===== config.mk =====
export PLATFORM = sky130hd
export DESIGN_NAME = blas_l1_ctrl
export DESIGN_NICKNAME = d
export VERILOG_FILES = /design/src/rtl/blas_l1_pkg.sv /design/src/rtl/blas_l1_ctrl.sv
export VERILOG_INCLUDE_DIRS = /design/src /design/src/rtl
export SDC_FILE = /design/constraint.sdc
export NUM_CORES = 1
export LEC_CHECK = 0
export BUFFER_PORTS_ARGS = -buffer_cell sky130_fd_sc_hd__buf_2
export CAP_MARGIN = 20
export CORE_MARGIN = 2
export CORE_UTILIZATION = 28
export CTS_BUF_LIST = sky130_fd_sc_hd__clkbuf_4
export CTS_CLUSTER_DIAMETER = 30
export DETAILED_ROUTE_END_ITERATION = 7
export PLACE_DENSITY = 0.6
export SLEW_MARGIN = 20
export SYNTH_ARGS = -nofsm -noshare
export SYNTH_HDL_FRONTEND = slang
export SYNTH_SLANG_ARGS = --single-unit

===== constraint.sdc =====
create_clock -name clk -period 1.1 [get_ports clk]
set_clock_uncertainty 0.05 [all_clocks]
set_input_delay 0.22 -clock clk [delete_from_list [all_inputs] [get_ports clk]]
set_output_delay 0.22 -clock clk [all_outputs]
set_load 0.005 [all_outputs]

===== src/rtl/blas_level1_vector_unit_top_assert.svh =====
// ----------------------------------------------------------------------------
// blas level-1 vector unit assertion macros
// concurrent assertion helpers used by the controller rtl file
// ----------------------------------------------------------------------------
`ifndef BLAS_LEVEL1_VECTOR_UNIT_TOP_ASSERT_SVH
`define BLAS_LEVEL1_VECTOR_UNIT_TOP_ASSERT_SVH

// same-cycle implication
`define BL1_ASSERT_IMP(label, clk, rst_n, ante, cons, msg) \
    label: assert property (@(posedge clk) disable iff (!rst_n) (ante) |-> (cons)) \
        else $error(msg);

// next-cycle implication
`define BL1_ASSERT_NXT(label, clk, rst_n, ante, cons, msg) \
    label: assert property (@(posedge clk) disable iff (!rst_n) (ante) |=> (cons)) \
        else $error(msg);

`endif


===== src/rtl/blas_l1_pkg.sv =====
// ----------------------------------------------------------------------------
// blas_l1_pkg
// shared constants, codes and controller interface types
// ----------------------------------------------------------------------------
package blas_l1_pkg;

    localparam int FRAC_BITS = 16;
    localparam int DATA_W    = 32;
    localparam int ACC_W     = 64;
    localparam int MODE_W    = 3;
    localparam int IDX_W     = 2;

    // mode codes
    localparam logic [MODE_W-1:0] MODE_DOT       = 3'd0;
    localparam logic [MODE_W-1:0] MODE_DOT_ALPHA = 3'd1;
    localparam logic [MODE_W-1:0] MODE_ABS_SUM   = 3'd2;
    localparam logic [MODE_W-1:0] MODE_NORM      = 3'd3;
    localparam logic [MODE_W-1:0] MODE_AXPY      = 3'd4;
    localparam logic [MODE_W-1:0] MODE_ROTATE    = 3'd5;

    // register indexes
    localparam logic [IDX_W-1:0] REG_MODE    = 2'd0;
    localparam logic [IDX_W-1:0] REG_ALPHA   = 2'd1;
    localparam logic [IDX_W-1:0] REG_ROT_COS = 2'd2;
    localparam logic [IDX_W-1:0] REG_ROT_SIN = 2'd3;

    localparam logic signed [DATA_W-1:0] SCALE       = DATA_W'(1 << FRAC_BITS);
    localparam logic signed [DATA_W-1:0] ALPHA_RST   = SCALE;
    localparam logic signed [DATA_W-1:0] ROT_COS_RST = SCALE;
    localparam logic signed [DATA_W-1:0] ROT_SIN_RST = '0;

    typedef enum logic [2:0] {
        S_IDLE,
        S_MUL,
        S_ADD,
        S_FIN,
        S_SQRT,
        S_OUT
    } ctrl_state_t;

    typedef struct packed {
        logic load;
        logic mul;
        logic add;
        logic fin;
        logic sqrt_start;
        logic root_load;
        logic push;
        logic phase;
    } ctrl_cmd_t;

    typedef struct packed {
        logic              in_valid;
        logic              last;
        logic [MODE_W-1:0] mode;
        logic              sqrt_busy;
        logic              out_free;
    } ctrl_sts_t;

endpackage


===== src/rtl/blas_l1_ctrl.sv =====
// ----------------------------------------------------------------------------
// blas_l1_ctrl
// controller sequencing multiply, add, finish, square root and output
// ----------------------------------------------------------------------------
`include "blas_level1_vector_unit_top_assert.svh"

module blas_l1_ctrl
    import blas_l1_pkg::*;
(
    input  logic       clk,
    input  logic       rst_n,
    input  ctrl_sts_t  sts,
    output ctrl_cmd_t  cmd,
    output logic       in_ready
);

    ctrl_state_t state_reg, state_next;
    logic        phase_reg, phase_next;

    always_comb
    begin
        state_next = state_reg;
        phase_next = phase_reg;
        unique case (state_reg)
            S_IDLE:
            begin
                phase_next = 1'b0;
                if (sts.in_valid && sts.mode <= MODE_ROTATE)
                begin
                    state_next = S_MUL;
                end
            end
            S_MUL:
            begin
                state_next = S_ADD;
            end
            S_ADD:
            begin
                priority if (sts.mode <= MODE_NORM)
                begin
                    state_next = sts.last ? S_FIN : S_IDLE;
                end
                else if (sts.mode == MODE_ROTATE && !phase_reg)
                begin
                    state_next = S_MUL;
                    phase_next = 1'b1;
                end
                else
                begin
                    state_next = S_OUT;
                end
            end
            S_FIN:
            begin
                state_next = (sts.mode == MODE_NORM) ? S_SQRT : S_OUT;
            end
            S_SQRT:
            begin
                if (!sts.sqrt_busy)
                begin
                    state_next = S_OUT;
                end
            end
            S_OUT:
            begin
                if (sts.out_free)
                begin
                    state_next = S_IDLE;
                end
            end
            default:
            begin
                state_next = S_IDLE;
            end
        endcase
    end

    always_comb
    begin
        cmd            = '0;
        cmd.phase      = phase_reg;
        cmd.load       = (state_reg == S_IDLE) && sts.in_valid;
        cmd.mul        = (state_reg == S_MUL);
        cmd.add        = (state_reg == S_ADD);
        cmd.fin        = (state_reg == S_FIN);
        cmd.sqrt_start = (state_reg == S_FIN) && (sts.mode == MODE_NORM);
        cmd.root_load  = (state_reg == S_SQRT) && !sts.sqrt_busy;
        cmd.push       = (state_reg == S_OUT) && sts.out_free;
        in_ready       = (state_reg == S_IDLE);
    end

    always_ff @(posedge clk or negedge rst_n)
    begin
        if (!rst_n)
        begin
            state_reg <= S_IDLE;
            phase_reg <= 1'b0;
        end
        else
        begin
            state_reg <= state_next;
            phase_reg <= phase_next;
        end
    end

    `BL1_ASSERT_IMP(a_push_free, clk, rst_n, cmd.push, sts.out_free, "push while result held")
    `BL1_ASSERT_IMP(a_sqrt_norm, clk, rst_n, state_reg == S_SQRT, sts.mode == MODE_NORM, "root outside norm")
    `BL1_ASSERT_NXT(a_load_mul, clk, rst_n, cmd.load && sts.mode <= MODE_ROTATE, state_reg == S_MUL, "item not started")
    `BL1_ASSERT_IMP(a_phase_rot, clk, rst_n, phase_reg && state_reg != S_IDLE, sts.mode == MODE_ROTATE, "second pass outside rotate")

endmodule


==> results of run 1 <==
[critical path, cell delays in order, from the launching register on]
cell     delay [ns]
dfrtp_2        0.42
buf_12         0.14
and2b_2        0.19
and3_4         0.14
buf_6          0.11
[path summary, 6_finish.rpt]
path | to | slack, ns | cells past startpoint
max in group asynchronous | state_reg[1] | 0.59 | 2
min in group asynchronous | state_reg[2] | 0.26 | 2
worst max-delay path | cmd[1] | -0.41 | 4
worst min-delay path | state_reg[0] | 0.15 | 2
worst max register to register | state_reg[0] | -0.30 | 5
worst min register to register | state_reg[2] | 0.63 | 2
[kinds of logic after synthesis]
| logic type | Yosys count | synth area share |
|---|---|---|
| simple gates | 19 | 0.3688 |
| compound gates | 9 | 0.2226 |
| buf+inv | 8 | 0.1428 |
| flops | 4 | 0.2658 |
[report_power, final]
part	switching (mW)	internal (mW)
clock network	0.0696	0.123
logic	0.483	0.797
registers	0.0947	0.215
[synth_stat cells]
cell type	count
buf_4	2
nand2b_1	1
buf_6	2
nor3_4	1
a41oi_1	1
inv_1	3
nor4b_1	1
o31a_1	1
nand2_1	3
a21boi_2	1
and2_1	1
nor2_1	3
a221oi_2	1
o32ai_2	1
dfrtp_1	4
and3b_4	1
and3_1	1
and2b_2	1
or3b_1	1
a21oi_1	2
or2_2	1
nor3_1	2
buf_2	1
nor3b_4	1
a31o_2	1
o21ai_0	1
nand3b_1	1
[stage by stage]
step                worst slack, ns  std cells  area [sq um]
floorplan                   -0.1010         40         392.9
global placement            -0.1970         75         508.0
detailed placement          -0.2335         75         508.0
CTS                         -0.3850         85         628.1
global route                -0.4535         89         710.7
finish                      -0.4101         89         710.7
[layout make-up]
cell class                 instances  area, sq um
clock buffer                       3        22.52
fill                             111        574.3
inverter                           3        11.26
multi-input combinational         28        276.5
sequential                         4        103.9
tap                               15        18.77
timing repair buffer              36        277.8
[metal layers]
layer  global-route usage  routed length (um)  share of wire
met3              0.03261                  53          0.044
met2               0.2381                 617           0.52
met4               0.1250                  19          0.016
met5                    0                   0              0
met1               0.1875                 507           0.42
[timing repair]
| action | CTS | global route |
|---|---|---|
| hold buffers | 1 | 0 |
| setup endpoints to repair | 13 | 13 |
| gates resized for setup | 11 | 10 |
| pin swaps | 4 | 8 |
| setup buffers | 6 | 5 |
| hold endpoints to repair | 4 | 0 |
==> flow_summary_export.csv, run 1 <==
group,metric,value,unit
pwr,finalPower,1.782,mW
run_status,violations,"negative setup slack",
yosys,netlist_area,376.6,sq um
timing,holdWs,0.1477,ns
cells_and_area,layout.nets,85,
worst_setup_path,startpoint_type,"register",
yosys,synthDistinctLibCells,27,
yosys,ys_warn_count,0,
clock_tree,clock_latency,0.24,ns
timing,rsz0062_at_grt,"yes",
timing,finalSetupTns,-3.695,ns
clock_tree,cts_root_buf,"clkbuf_4",
yosys,syn_avg_cell_area,9.415,sq um
yosys,ys_ff_latch,4,
floorplan,die_area,0.001654,sq mm
floorplan,io_pins,18,
yosys,synth_top_area_cell,"dfrtp_1",
cells_and_area,mostFrequentLayoutCells,"buf_2, buf_4, buf_6",
placed_design,io_buffers,17,
timing,timing.fmax,662.2,MHz
clock_tree,numCtsBuffers,3,
drt,firstDrtPassIters,4,
drt,avgViaCountPerCell,5.022,
worst_setup_path,critPathArrivalTime,1.24,ns
pwr,p_leak,0.3384,nW
floorplan,core_area,0.001285,sq mm
grt,grt_pass1_wl,1.607,mm
worst_setup_path,startpoint,"state_reg[0]",
grt,antenna_found_initial,0,
cells_and_area,n_antenna_cell,0,
floorplan,rows,13,
timing,relSlewSlack,0.8503,
cells_and_area,largest_reg_flops,3,
floorplan,initial_utilization,0.2931,
cells_and_area,final_common_cell,"buf_2",
timing,setup_viol,13,
floorplan,die_h,40.68,um
yosys,yosysSeqAreaShare,0.2658,
timing,fin_crit_sh,1.373,
worst_setup_path,crit_required,0.83,ns
drt,via_count,447,
floorplan,fp.dieW,40.68,um
placed_design,place.gp.congestion,0.7427,
yosys,synthTopCellsByArea,"dfrtp_1, buf_6, nor3b_4, nor3_4, o32ai_2",
drt,finalWirelength,1.197,mm
grt,track_usage,0.1561,
timing,period_needed,1.510,ns
clock_tree,path_clk_slew,0.04,ns
run_status,outcome,"complete, but fails checks",
yosys,synthCells,40,
drt,wl_per_cell,13.45,um
pwr,power_density,2507,mW/mm^2
clock_tree,cts_max_level,1,
clock_tree,cts_buffer_depth,2,
clock_tree,cts_sinks,4,
hold_path,hp-class,"in2reg",
cells_and_area,post-route-util,0.5531,
clock_tree,cts_tree,"done",
timing,slew_violations,0,
timing,hold_viol,0,
worst_setup_path,path_class,"reg2out",
worst_setup_path,end_kind,"output port",
drt,drc,0,
hold_path,holdCritStartpoint,"sts[0]",
placed_design,hpwl,700,um
timing,setup_slack,-0.4101,ns
grt,globalRoute.totalOverflow,0,
pwr,ir_worst_vdd,1013,uV
yosys,syn_nets,49,
grt,grt_pass1_vias,379,
timing,worstMarginPinSlew,0.2245,ns
drt,drt_iter0_drc,10,
worst_setup_path,path_max_fanout,5,
cells_and_area,drive_gt1_frac,0.7973,
cells_and_area,syn2layout_area_growth,88.70,%
flow_run,cap_violations,0,
drt,ant_nets,0,
worst_setup_path,r2r_start,"state_reg[0]",
grt,grt_max_degree,10,
yosys,yosys.area.top_type_share,0.2658,
Note: power is estimated with default switching activity, not from simulation.
==> run 2: changes to the inputs <==
--- a/config.mk
+++ b/config.mk
@@ -12,8 +12,8 @@
 export CORE_UTILIZATION = 28
 export CTS_BUF_LIST = sky130_fd_sc_hd__clkbuf_4
 export CTS_CLUSTER_DIAMETER = 30
+export CTS_CLUSTER_SIZE = 10
 export DETAILED_ROUTE_END_ITERATION = 7
-export PLACE_DENSITY = 0.6
 export SLEW_MARGIN = 20
 export SYNTH_ARGS = -nofsm -noshare
 export SYNTH_HDL_FRONTEND = slang
==> constraint.sdc (replaced) <==
create_clock -name clk -period 1.5 [get_ports clk]
set_clock_uncertainty 0.05 [all_clocks]
set_input_delay 0.3 -clock clk [delete_from_list [all_inputs] [get_ports clk]]
set_output_delay 0.3 -clock clk [all_outputs]
set_load 0.005 [all_outputs]
==> flow_summary_export.csv, run 2 (synthesis results as in run 1) <==
group,metric,value,unit
cells_and_area,final_common_cell,"buf_2",
floorplan,fp.dieW,40.68,um
pwr,p_sw_frac,0.3647,
cells_and_area,n_antenna_cell,0,
floorplan,die_area,0.001654,sq mm
floorplan,rows,13,
worst_setup_path,startpoint,"state_reg[1]",
pwr,p_int,0.6891,mW
worst_setup_path,rr_endpoint,"state_reg[0]",
drt,finalWirelength,981,um
clock_tree,clock_latency,0.23,ns
worst_setup_path,critPathArrivalTime,1.20,ns
worst_setup_path,r2r_slack,0.12,ns
timing,timing.fmax,643.4,MHz
floorplan,core_area,0.001285,sq mm
worst_setup_path,crit_required,1.15,ns
timing,slew_violations,0,
floorplan,initial_utilization,0.2931,
cells_and_area,layout.nets,78,
grt,track_usage,0.1268,
cells_and_area,drive_gt1_frac,0.6716,
run_status,violations,"negative setup slack",
drt,firstDrtPassIters,1,
timing,rsz0062_at_grt,"yes",
grt,globalRoute.totalOverflow,0,
timing,setup_slack,-0.05432,ns
worst_setup_path,slowest_stage,"dfrtp_2",
timing,hold_viol,0,
grt,grt_max_degree,10,
placed_design,io_buffers,17,
grt,grt_pass1_wl,1.373,mm
worst_setup_path,critical_path.endpoint,"cmd[7]",
placed_design,place.gp.congestion,0.7123,
hold_path,hp-class,"in2reg",
worst_setup_path,reg2reg_depth,4,
worst_setup_path,r2r_start,"state_reg[0]",
worst_setup_path,startpoint_type,"register",
clock_tree,path_clk_slew,0.04,ns
drt,avgViaCountPerCell,4.793,
worst_setup_path,path_class,"reg2out",
pwr,p_seq_frac,0.226,
pwr,switchingPower,0.3956,mW
drt,drt_iter0_drc,0,
timing,relSlewSlack,0.8422,
timing,worstMarginPinSlew,0.2334,ns
run_status,outcome,"complete, but fails checks",
drt,via_count,393,
worst_setup_path,path_cells,"buf_6 > nor3_4 > and2_1 > buf_2",
clock_tree,numCtsBuffers,3,
placed_design,pre_cts_ws,0.04654,ns
clock_tree,cts_tree,"done",
drt,wl_per_cell,11.96,um
timing,finalSetupTns,-0.1327,ns
cells_and_area,fillCellCount,130,
timing,fin_crit_sh,1.036,
floorplan,io_pins,18,
pwr,p_leak,0.2879,nW
pwr,ir_worst_vdd,656.1,uV
timing,setup_viol,5,
drt,ant_nets,0,
pwr,power_density,1829,mW/mm^2
drt,drc,0,
cells_and_area,mostFrequentLayoutCells,"buf_2, buf_4, buf_6",
clock_tree,cts_sinks,4,
pwr,clkPwrFrac,0.118,
floorplan,die_h,40.68,um
worst_setup_path,path_max_fanout,6,
grt,grt_pass1_vias,336,
grt,antenna_found_initial,0,
placed_design,hpwl,678.6,um
cells_and_area,syn2layout_area_growth,57.48,%
clock_tree,cts_root_buf,"clkbuf_4",
worst_setup_path,end_kind,"output port",
timing,period_needed,1.554,ns
cells_and_area,largest_reg_flops,3,
clock_tree,cts_buffer_depth,2,
flow_run,cap_violations,0,
worst_setup_path,max_stage_delay,0.44,ns
clock_tree,cts_max_level,1,
pwr,comb_power_share,0.656,
## run 2: cell count changes in the layout (fill, tap and decap cells not counted), moves of 2 or more
cell     change
buf_4        -2
a21oi_2      -2
a21oi_1      +2
buf_6        -3
## run 2: how the worst min path moves through the flow
stage           start            to  slack (ns)  cells past startpoint
2_1_floorplan   rst_n     phase_reg       -0.05                      0
3_3_place_gp    rst_n  state_reg[1]        0.06                      1
3_5_place_dp    rst_n  state_reg[2]        0.06                      1
4_1_cts        sts[0]  state_reg[0]        0.24                      2
5_1_grt        sts[0]  state_reg[0]        0.25                      2
6_report       sts[0]  state_reg[0]        0.25                      2
## run 2: layer usage
metal | global-route usage | wire length [um] | vias to the layer above
li1 | - | - | 195
met1 | 0.1617 | 414 | 182
met2 | 0.1944 | 494 | 16
met3 | 0.07609 | 71 | 0
met4 | 0 | 0 | 0
met5 | 0 | 0 | -
## run 2: stage by stage
stage            util  std cells  hold slack [ns]  total power [mW]  cell area, sq um
6_report       0.4615         82           0.2476             1.085             593.1
5_1_grt        0.4615         82           0.2503             1.184             593.1
4_1_cts        0.4177         78           0.2355            0.9602             536.8
3_5_place_dp   0.3525         69          0.06058            0.7069             452.9
3_3_place_gp   0.3525         69          0.05988            0.7052             452.9
2_1_floorplan       -         40         -0.04559            0.6228             376.6
## run 2: area by class of cell
cell class | count | area [sq um] | share of cell area
inverter | 3 | 11.26 | 0.01899
clock buffer | 3 | 22.52 | 0.03797
sequential | 4 | 103.9 | 0.1751
tap | 15 | 18.77 | 0.03165
multi-input combinational | 28 | 232.7 | 0.3924
timing repair buffer | 29 | 203.9 | 0.3439
## run 2: power groups by stage
stage	registers, mW	clock network [mW]	logic, mW
5_1_grt	0.253	0.145	0.786
4_1_cts	0.246	0.138	0.576
6_report	0.245	0.128	0.712
3_3_place_gp	0.261	0	0.444
3_5_place_dp	0.262	0	0.445
2_1_floorplan	0.169	0	0.454
## run 2: worst max-delay path: cells and delay by family, from the launching register on
family	cells	cell delay, ns
DFF	1	0.44
and+or+nand+nor	2	0.29
buffers and inverters	2	0.24
## run 2: repair_timing
action	in CTS	in global routing
setup endpoints to repair	8	8
gates resized for setup	5	5
buffers inserted	5	4
endpoints found under the hold margin	4	0
hold buffers	1	0
pin swaps	1	0
